File: src/unix_time_to_calendar_dst_defines.svh
// Assertion macros shared by the calendar converter RTL
`ifndef UNIX_TIME_TO_CALENDAR_DST_DEFINES_SVH
`define UNIX_TIME_TO_CALENDAR_DST_DEFINES_SVH

// Check a condition at every clock edge outside reset
`define UCD_ASSERT_ALWAYS(lbl, cond, msg) \
    lbl: assert property (@(posedge clk) disable iff (!rst_n) (cond)) else $error(msg);

// Check that a condition is followed by another in the next cycle
`define UCD_ASSERT_NEXT(lbl, ante, cons, msg) \
    lbl: assert property (@(posedge clk) disable iff (!rst_n) (ante) |=> (cons)) else $error(msg);

`endif

File: src/ucd_pkg.sv
// Constants, types and calendar helpers for the calendar converter
package ucd_pkg;

    // Reciprocal multipliers for constant division, with their shifts
    localparam logic [31:0] M60_A = 32'd2290649225;  // t / 60, shift 37
    localparam logic [26:0] M60_B = 27'd71582789;    // q / 60, shift 32
    localparam logic [21:0] M24   = 22'd2796203;     // q / 24, shift 26
    localparam logic [19:0] M1461 = 20'd734937;      // e / 1461, shift 30
    localparam logic [16:0] M7    = 17'd74899;       // d / 7, shift 19

    // Day count of 1 March 2100, the first day after the skipped leap day
    localparam logic [15:0] DAY_MAR_2100 = 16'd47541;
    localparam logic [15:0] DAYS_1969    = 16'd365;
    localparam logic [7:0]  YEAR_BASE    = 8'd69;
    localparam logic [7:0]  YEAR_2100    = 8'd200;

    // Register indexes
    localparam logic CFG_STD = 1'b0;
    localparam logic CFG_SUM = 1'b1;

    // Month codes, January is one
    localparam logic [3:0] MON_JAN = 4'd1;
    localparam logic [3:0] MON_FEB = 4'd2;
    localparam logic [3:0] MON_MAR = 4'd3;
    localparam logic [3:0] MON_APR = 4'd4;
    localparam logic [3:0] MON_JUN = 4'd6;
    localparam logic [3:0] MON_SEP = 4'd9;
    localparam logic [3:0] MON_OCT = 4'd10;
    localparam logic [3:0] MON_NOV = 4'd11;
    localparam logic [3:0] MON_DEC = 4'd12;

    typedef struct packed {
        logic [3:0] mon;
        logic [4:0] dom;
        logic [7:0] yr;
        logic [2:0] dow;
        logic [8:0] doy;
        logic       leap;
    } date_t;

    // Length of a month
    function automatic logic [4:0] month_len(input logic leap, input logic [3:0] m);
        logic [4:0] len;
        begin
            case (m)
                MON_FEB: len = leap ? 5'd29 : 5'd28;
                MON_APR, MON_JUN, MON_SEP, MON_NOV: len = 5'd30;
                default: len = 5'd31;
            endcase
            return len;
        end
    endfunction

    // Day of year of the first day of a month
    function automatic logic [8:0] month_start(input logic leap, input logic [3:0] m);
        logic [8:0] s;
        begin
            case (m)
                4'd1:    s = 9'd0;
                4'd2:    s = 9'd31;
                4'd3:    s = 9'd59;
                4'd4:    s = 9'd90;
                4'd5:    s = 9'd120;
                4'd6:    s = 9'd151;
                4'd7:    s = 9'd181;
                4'd8:    s = 9'd212;
                4'd9:    s = 9'd243;
                4'd10:   s = 9'd273;
                4'd11:   s = 9'd304;
                4'd12:   s = 9'd334;
                default: s = 9'd0;
            endcase
            if (leap && m >= MON_MAR)
            begin
                s = s + 9'd1;
            end
            return s;
        end
    endfunction

    // Remainder by seven of a small value
    function automatic logic [2:0] mod7_small(input logic [5:0] x);
        logic [5:0] v;
        begin
            v = x;
            if (v >= 6'd28) v = v - 6'd28;
            if (v >= 6'd14) v = v - 6'd14;
            if (v >= 6'd7)  v = v - 6'd7;
            return v[2:0];
        end
    endfunction

endpackage

File: src/ucd_carry.sv
// Hour wrap with a one-day carry forward or back across month and year
module ucd_carry
    import ucd_pkg::*;
(
    input  date_t             d_in,
    input  logic signed [6:0] hour_sum,
    output date_t             d_out,
    output logic [4:0]        hour_out
);

    logic [4:0] cur_len;
    logic [4:0] prev_len;
    logic [7:0] prev_yr;
    logic       prev_leap;

    assign cur_len   = month_len(d_in.leap, d_in.mon);
    assign prev_len  = month_len(d_in.leap, d_in.mon - 4'd1);
    assign prev_yr   = d_in.yr - 8'd1;
    assign prev_leap = (prev_yr[1:0] == 2'd0) && (prev_yr != YEAR_2100);

    // Wrap the hour and step the date by one day when needed
    always_comb
    begin
        d_out    = d_in;
        hour_out = hour_sum[4:0];
        if (hour_sum > 7'sd23)
        begin
            hour_out  = 5'(hour_sum - 7'sd24);
            d_out.dow = (d_in.dow == 3'd6) ? 3'd0 : d_in.dow + 3'd1;
            d_out.dom = d_in.dom + 5'd1;
            d_out.doy = d_in.doy + 9'd1;
            if (d_in.dom >= cur_len)
            begin
                d_out.dom = 5'd1;
                d_out.mon = d_in.mon + 4'd1;
                if (d_in.mon == MON_DEC)
                begin
                    d_out.mon = MON_JAN;
                    d_out.yr  = d_in.yr + 8'd1;
                    d_out.doy = 9'd0;
                end
            end
        end
        else if (hour_sum < 7'sd0)
        begin
            hour_out  = 5'(hour_sum + 7'sd24);
            d_out.dow = (d_in.dow == 3'd0) ? 3'd6 : d_in.dow - 3'd1;
            d_out.dom = d_in.dom - 5'd1;
            d_out.doy = d_in.doy - 9'd1;
            if (d_in.dom == 5'd1)
            begin
                if (d_in.mon == MON_JAN)
                begin
                    d_out.mon = MON_DEC;
                    d_out.yr  = prev_yr;
                    d_out.doy = prev_leap ? 9'd365 : 9'd364;
                    d_out.dom = 5'd31;
                end
                else
                begin
                    d_out.mon = d_in.mon - 4'd1;
                    d_out.dom = prev_len;
                end
            end
        end
    end

endmodule

File: src/unix_time_to_calendar_dst.sv
// Top level: pipelined epoch seconds to calendar date with summer time
//
//  channel | direction | handshake              | payload
//  in      | input     | in_valid / in_ready    | epoch_seconds, local_mode
//  out     | output    | out_valid / out_ready  | seconds .. summer_time
//  cfg     | input     | cfg_we                 | cfg_index, cfg_wdata
//
// Nine register stages; one beat enters per cycle unless the output stalls,
// and its result is valid once it has passed through all nine.
// The division chain (by 60, 60, 24, 1461 and 7) sets the stage count.
// A stall at the output freezes every stage together; no beat is lost.
// Reset clears the valid bits and loads offsets 0 (standard) and 1 (summer).
module unix_time_to_calendar_dst
    import ucd_pkg::*;
(
    input  logic        clk,
    input  logic        rst_n,
    input  logic        in_valid,
    output logic        in_ready,
    input  logic [31:0] epoch_seconds,
    input  logic        local_mode,
    output logic        out_valid,
    input  logic        out_ready,
    output logic [5:0]  seconds,
    output logic [5:0]  minutes,
    output logic [4:0]  hours,
    output logic [4:0]  day_of_month,
    output logic [3:0]  month_index,
    output logic [7:0]  year_since_1900,
    output logic [2:0]  weekday,
    output logic [8:0]  day_of_year,
    output logic        summer_time,
    input  logic        cfg_we,
    input  logic        cfg_index,
    input  logic [4:0]  cfg_wdata
);

`include "unix_time_to_calendar_dst_defines.svh"

    logic       en;
    logic [9:1] v_reg;

    logic [4:0] std_off_reg;
    logic [4:0] sum_off_reg;

    // Stage registers
    logic [31:0] t1_reg;
    logic [63:0] p1_reg;
    logic [26:0] q1_2_reg;
    logic [52:0] p2_reg;
    logic [20:0] q2_3_reg;
    logic [42:0] p3_reg;
    logic [15:0] e4_reg;
    logic [15:0] dw4_reg;
    logic [35:0] p4_reg;
    logic [32:0] p7_reg;
    logic [5:0]  q4_5_reg;
    logic [10:0] r5_reg;
    logic [2:0]  dow5_reg;
    logic [8:0]  doyf6_reg;
    logic [7:0]  yr6_reg;
    logic        leapf6_reg;
    logic [2:0]  dow6_reg;
    date_t       d7_reg;
    date_t       d8_reg;
    logic signed [6:0] hs8_reg;
    logic        dst8_reg;

    logic [5:0]  sec_reg [2:8];
    logic [5:0]  min_reg [3:8];
    logic [4:0]  hr_reg  [4:7];
    logic        loc_reg [1:7];

    logic [5:0]  sec_out_reg;
    logic [5:0]  min_out_reg;
    logic [4:0]  hr_out_reg;
    date_t       d_out_reg;
    logic        dst_out_reg;

    assign en        = !v_reg[9] || out_ready;
    assign in_ready  = en;
    assign out_valid = v_reg[9];

    // Configuration writes
    always_ff @(posedge clk or negedge rst_n)
    begin
        if (!rst_n)
        begin
            std_off_reg <= 5'd0;
            sum_off_reg <= 5'd1;
        end
        else if (cfg_we)
        begin
            case (cfg_index)
                CFG_STD: std_off_reg <= cfg_wdata;
                CFG_SUM: sum_off_reg <= cfg_wdata;
                default: std_off_reg <= std_off_reg;
            endcase
        end
    end

    // Advance valid bits
    always_ff @(posedge clk or negedge rst_n)
    begin
        if (!rst_n)
        begin
            v_reg <= '0;
        end
        else if (en)
        begin
            v_reg <= {v_reg[8:1], in_valid};
        end
    end

    // Stage 1: multiply seconds by reciprocal of 60
    logic [63:0] p1_next;
    assign p1_next = {32'b0, epoch_seconds} * {32'b0, M60_A};

    // Stage 2: seconds, then minutes count over 60
    logic [26:0] q1_next;
    logic [31:0] r1_diff;
    logic [52:0] p2_next;
    assign q1_next = p1_reg[63:37];
    assign r1_diff = t1_reg - {5'b0, q1_next} * 32'd60;
    assign p2_next = {26'b0, q1_next} * {26'b0, M60_B};

    // Stage 3: minutes, then hours count over 24
    logic [20:0] q2_next;
    logic [26:0] r2_diff;
    logic [42:0] p3_next;
    assign q2_next = p2_reg[52:32];
    assign r2_diff = q1_2_reg - {6'b0, q2_next} * 27'd60;
    assign p3_next = {22'b0, q2_next} * {21'b0, M24};

    // Stage 4: hour, day count, four-year cycle and weekday products
    logic [15:0] days;
    logic [20:0] r3_diff;
    logic [15:0] e_next;
    logic [15:0] dw_next;
    logic [35:0] p4_next;
    logic [32:0] p7_next;
    assign days    = p3_reg[41:26];
    assign r3_diff = q2_3_reg - {5'b0, days} * 21'd24;
    assign e_next  = days + 16'(days >= DAY_MAR_2100) + DAYS_1969;
    assign dw_next = days + 16'd4;
    assign p4_next = {20'b0, e_next} * {16'b0, M1461};
    assign p7_next = {17'b0, dw_next} * {16'b0, M7};

    // Stage 5: cycle number, day within cycle, weekday
    logic [5:0]  q4_next;
    logic [15:0] r4_diff;
    logic [15:0] dw_diff;
    assign q4_next = p4_reg[35:30];
    assign r4_diff = e4_reg - {10'b0, q4_next} * 16'd1461;
    assign dw_diff = dw4_reg - {2'b0, p7_reg[32:19]} * 16'd7;

    // Stage 6: year within the cycle
    logic [1:0]  yi;
    logic [10:0] doyf_full;
    always_comb
    begin
        if (r5_reg >= 11'd1095)     yi = 2'd3;
        else if (r5_reg >= 11'd730) yi = 2'd2;
        else if (r5_reg >= 11'd365) yi = 2'd1;
        else                        yi = 2'd0;
    end
    assign doyf_full = r5_reg - {9'b0, yi} * 11'd365;

    // Stage 7: month and day from the day of year
    date_t d7_next;
    always_comb
    begin
        d7_next.mon = MON_JAN;
        for (int k = 2; k <= 12; k++)
        begin
            if (doyf6_reg >= month_start(leapf6_reg, 4'(k)))
            begin
                d7_next.mon = 4'(k);
            end
        end
        d7_next.dom  = 5'(doyf6_reg - month_start(leapf6_reg, d7_next.mon) + 9'd1);
        d7_next.yr   = yr6_reg;
        d7_next.dow  = dow6_reg;
        d7_next.leap = leapf6_reg && (yr6_reg != YEAR_2100);
        // Drop the leap day that 2100 does not have
        d7_next.doy  = ((yr6_reg == YEAR_2100) && (doyf6_reg >= 9'd60)) ?
                       doyf6_reg - 9'd1 : doyf6_reg;
    end

    // Stage 8: summer-time rule and offset sum
    logic [2:0] last_dow;
    logic [4:0] last_sun;
    logic       dst_rule;
    logic       dst_next;
    logic [4:0] off_sel;
    logic signed [6:0] hs_next;
    assign last_dow = mod7_small(6'(d7_reg.dow) + 6'd31 - 6'(d7_reg.dom));
    assign last_sun = 5'd31 - 5'(last_dow);
    always_comb
    begin
        if (d7_reg.mon == MON_MAR)
        begin
            if (d7_reg.dom < last_sun)      dst_rule = 1'b0;
            else if (d7_reg.dom > last_sun) dst_rule = 1'b1;
            else                            dst_rule = (hr_reg[7] >= 5'd1);
        end
        else if (d7_reg.mon == MON_OCT)
        begin
            if (d7_reg.dom < last_sun)      dst_rule = 1'b1;
            else if (d7_reg.dom > last_sun) dst_rule = 1'b0;
            else                            dst_rule = (hr_reg[7] < 5'd1);
        end
        else
        begin
            dst_rule = (d7_reg.mon > MON_MAR) && (d7_reg.mon < MON_OCT);
        end
    end
    assign dst_next = loc_reg[7] && dst_rule;
    assign off_sel  = !loc_reg[7] ? 5'd0 : (dst_rule ? sum_off_reg : std_off_reg);
    assign hs_next  = $signed({2'b0, hr_reg[7]}) + $signed({{2{off_sel[4]}}, off_sel});

    // Stage 9: hour wrap and date carry
    date_t      d9_next;
    logic [4:0] hr9_next;
    ucd_carry u_carry (
        .d_in     (d8_reg),
        .hour_sum (hs8_reg),
        .d_out    (d9_next),
        .hour_out (hr9_next)
    );

    // Hold or advance all payload stages together
    always_ff @(posedge clk)
    begin
        if (en)
        begin
            t1_reg     <= epoch_seconds;
            p1_reg     <= p1_next;
            loc_reg[1] <= local_mode;
            for (int s = 2; s <= 7; s++)
            begin
                loc_reg[s] <= loc_reg[s - 1];
            end

            q1_2_reg   <= q1_next;
            p2_reg     <= p2_next;
            sec_reg[2] <= r1_diff[5:0];
            for (int s = 3; s <= 8; s++)
            begin
                sec_reg[s] <= sec_reg[s - 1];
            end

            q2_3_reg   <= q2_next;
            p3_reg     <= p3_next;
            min_reg[3] <= r2_diff[5:0];
            for (int s = 4; s <= 8; s++)
            begin
                min_reg[s] <= min_reg[s - 1];
            end

            hr_reg[4] <= r3_diff[4:0];
            for (int s = 5; s <= 7; s++)
            begin
                hr_reg[s] <= hr_reg[s - 1];
            end
            e4_reg  <= e_next;
            dw4_reg <= dw_next;
            p4_reg  <= p4_next;
            p7_reg  <= p7_next;

            q4_5_reg <= q4_next;
            r5_reg   <= r4_diff[10:0];
            dow5_reg <= dw_diff[2:0];

            doyf6_reg  <= doyf_full[8:0];
            yr6_reg    <= YEAR_BASE + {q4_5_reg, 2'b0} + {6'b0, yi};
            leapf6_reg <= (yi == 2'd3);
            dow6_reg   <= dow5_reg;

            d7_reg <= d7_next;

            d8_reg   <= d7_reg;
            hs8_reg  <= hs_next;
            dst8_reg <= dst_next;

            sec_out_reg <= sec_reg[8];
            min_out_reg <= min_reg[8];
            hr_out_reg  <= hr9_next;
            d_out_reg   <= d9_next;
            dst_out_reg <= dst8_reg;
        end
    end

    assign seconds         = sec_out_reg;
    assign minutes         = min_out_reg;
    assign hours           = hr_out_reg;
    assign day_of_month    = d_out_reg.dom;
    assign month_index     = d_out_reg.mon - 4'd1;
    assign year_since_1900 = d_out_reg.yr;
    assign weekday         = d_out_reg.dow;
    assign day_of_year     = d_out_reg.doy;
    assign summer_time     = dst_out_reg;

    `UCD_ASSERT_ALWAYS(a_time_range,
        !out_valid || (hours < 5'd24 && minutes < 6'd60 && seconds < 6'd60),
        "time of day out of range")
    `UCD_ASSERT_ALWAYS(a_date_range,
        !out_valid || (day_of_month != 5'd0 && month_index < 4'd12 && day_of_year < 9'd366),
        "date out of range")
    `UCD_ASSERT_ALWAYS(a_summer_months,
        !out_valid || !summer_time || (month_index >= 4'd2 && month_index <= 4'd9),
        "summer time outside March to October")
    `UCD_ASSERT_NEXT(a_valid_moves, v_reg[4] && en, v_reg[5],
        "valid bit lost between stages")

endmodule

File: config.mk
export PLATFORM = sky130hd
export DESIGN_NAME = unix_time_to_calendar_dst
export DESIGN_NICKNAME = d
export VERILOG_FILES = /design/src/ucd_pkg.sv /design/src/ucd_carry.sv /design/src/unix_time_to_calendar_dst.sv
export VERILOG_INCLUDE_DIRS = /design/src /design/src/src
export SDC_FILE = /design/constraint.sdc
export NUM_CORES = 2
export LEC_CHECK = 0
export ABC_AREA = 1
export BUFFER_PORTS_ARGS = -buffer_cell sky130_fd_sc_hd__buf_2
export CORE_ASPECT_RATIO = 1.25
export CORE_MARGIN = 2
export CORE_UTILIZATION = 50
export CTS_CLUSTER_SIZE = 30
export DETAILED_ROUTE_END_ITERATION = 10
export PLACE_DENSITY = 0.66
export RECOVER_POWER = 25
export SYNTH_ARGS = -nofsm -noshare
export SYNTH_HDL_FRONTEND = slang
export SYNTH_SLANG_ARGS = --single-unit
File: constraint.sdc
create_clock -name clk -period 20 [get_ports clk]
set_clock_uncertainty 0.15 [all_clocks]
set_input_delay 2 -clock clk [delete_from_list [all_inputs] [get_ports clk]]
set_output_delay 2 -clock clk [all_outputs]
set_load 0.02 [all_outputs]
==> impl_metrics.tcl <==
set metrics [dict create \
    status "finished, final reports clean" \
    crit_buf_inv 9 \
    fmax_mhz 116.4 \
    place_area_sq_um 53300 \
    setup_tns_ps 0 \
    grt_pass1_wl_mm 192.8 \
    path_clk_slew_ps 70 \
    r2r_slack_ps 11410 \
    setup_viol 0 \
    ys_types 66 \
    ios 93 \
    antenna_found_initial 0 \
    synth_most_common_cell "inv_1" \
    min_path_type "register to register" \
    min_from "min_reg[5][3]" \
    r2r_cells 46 \
    maxSlewViolCount 0 \
    synth_area_per_cell_sq_um 9.612 \
    worstPathArrival_ps 8790 \
    grt_pass1_vias 38180 \
    period_needed_ps 8594 \
    slowest_delay_ps 630 \
    clock_latency_ps 600 \
    start_util_pct 50.36 \
    drt-wirelength-per-cell_um 17.19 \
    holdBufCountCts 0 \
    num_vias 35500 \
    finalCritPeriodShare_pct 42.97 \
    synth_common_cells "inv_1, ha_1, fa_1" \
    fin_nets 7098 \
    cp_slowest_cell "fa_1" \
    synthArstFlopShare_pct 4.948 \
    crit_path_frequent_cell "nand2_1" \
    crit_end "p4_reg[35]" \
    synth_fp_nets 6992 \
    grt_overflow 0 \
    firstDrtPassIters 6 \
    relSlewSlack_pct 31.29 \
    start_kind "register" \
    ant_nets 0 \
    yosysWarnings 0 \
    dpl.hpwl_mm 101.4 \
    post_cts_resized 0 \
    vias_per_cell 5.216 \
    drive_gt1_share_pct 3.980 \
    r2r_end "p4_reg[35]" \
    numCtsBuffers 42 \
    cap_violations 0 \
    synth_top_area_share_pct 25.22 \
    gp_congestion 0.9416 \
    yosysTopAreaCell "ha_1" \
    antenna_cells 0 \
    largest_reg_flops 42 \
    netlist_area_sq_um 51350 \
    final-hold-violation-count 0 \
    path_delay_family "adder cells" \
    cts_setup_buffers 0 \
    drtIter0Drc 1434 \
    cts_htree_levels 2 \
    synthCells 5342 \
    numPortBuffers 92 \
    crit_type "register to register" \
    fin_area_sq_um 54650 \
    cts_tree "built" \
    routed_wl_mm 117.0 \
    die_x_um 290.6 \
    crit_start "p3_reg[26]" \
    die_area_sq_um 105300 \
    clock-sinks 384 \
    fp-row-count 131 \
    ys_ff_latch 384 \
    required_ps 20200 \
    r2r-start "p3_reg[26]" \
    grt_usage_pct 22.96 \
    drcViolationCount 0 \
    cp_num_cells 46 \
    rsz0062_at_grt "no" \
    cp-end-kind "register" \
    tightestPinTransition_ps 1031 \
    ys_seq_area_share_pct 22.28 \
    area_growth_pct 6.438 \
    die_h_um 362.3 \
    grt_max_degree 142 \
    clk_path_buf_depth 3 \
    ctsRootBufferMaster "clkbuf_16" \
    finish.utilization_pct 53.61 \
    synth_ff_type "edfxtp_1" \
    crit_path_max_fanout 8 \
    synth_edf_count 365 \
    core_area_sq_um 102000 \
    netlist_top_cells_area "ha_1, fa_1, edfxtp_1" \
]
[cells in the final DEF (no fill, tap or decap), types with 42 or more instances in the layout]
cell type  instances
buf_2             91
nor2_1           285
inv_1           1371
clkbuf_16         43
xor2_1           133
xnor2_1           60
a21oi_1          267
o21ai_0          184
edfxtp_1         365
nor3_1            48
nand2_1          516
nand4_1           45
fa_1             571
a31oi_1           42
nand3_1          116
ha_1            1035
[worst min path at each step]
stage,cells past startpoint,slack [ps],end
global route,0,260,sec_reg[7][1]
floorplan,0,250,d7_reg[10]
finish,0,260,min_reg[6][3]
detailed placement,0,250,d8_reg[18]
CTS,0,260,min_reg[7][4]
global placement,0,250,sec_reg[8][0]
[layer usage]
layer | track usage, % | wire length [um]
met5 | 0 | 0
met1 | 25.47 | 45890
met2 | 43.85 | 61450
met4 | 11.32 | 6399
met3 | 1.922 | 3267
[layout make-up]
type | instances | area, sq um
Timing Repair Buffer | 100 | 520.5
Tap cell | 1330 | 1664
Multi-Input combinational cell | 3537 | 34480
Clock inverter | 22 | 255.2
Clock buffer | 51 | 1106
Inverter | 1383 | 5192
Sequential cell | 384 | 11440
Fill cell | 9204 | 47300
[worst register-to-register path: cells and delay by family, from the launching register on]
family | cells | cell delay [ps]
buffers and inverters | 9 | 780
AOI/OAI and AO/OA | 8 | 1160
and+or+nand+nor | 18 | 1570
DFF | 1 | 520
xor gates and xnor gates | 1 | 310
adders and majority gates | 10 | 3890
[metrics by stage]
| step | setup WS (ps) | hold slack, ps | cells |
|---|---|---|---|
| global route | 10600 | 259.3 | 6807 |
| finish | 11410 | 257.7 | 6807 |
| floorplan | 5498 | 250.3 | 5342 |
| detailed placement | 11410 | 254.5 | 6734 |
| CTS | 11350 | 258.4 | 6807 |
| global placement | 11480 | 250.1 | 6734 |
[logic make-up (layout without fill, tap and decap cells)]
kind of cell	count (synthesis)	count (layout)	synth area share [%]
flip-flops	384	384	22.28
AND/OR/NAND/NOR	1093	1093	9.136
AO/OA/AOI/OAI	643	643	7.164
multiplexers	1	1	0.02193
adder cells (fa/ha/maj)	1606	1606	47.48
buffers and inverters	1421	1556	10.60
XOR/XNOR	194	194	3.324
Power is left out: the tool's default activity adds up to more than one toggle a clock period on the data nets, which glitch-free logic cannot reach.
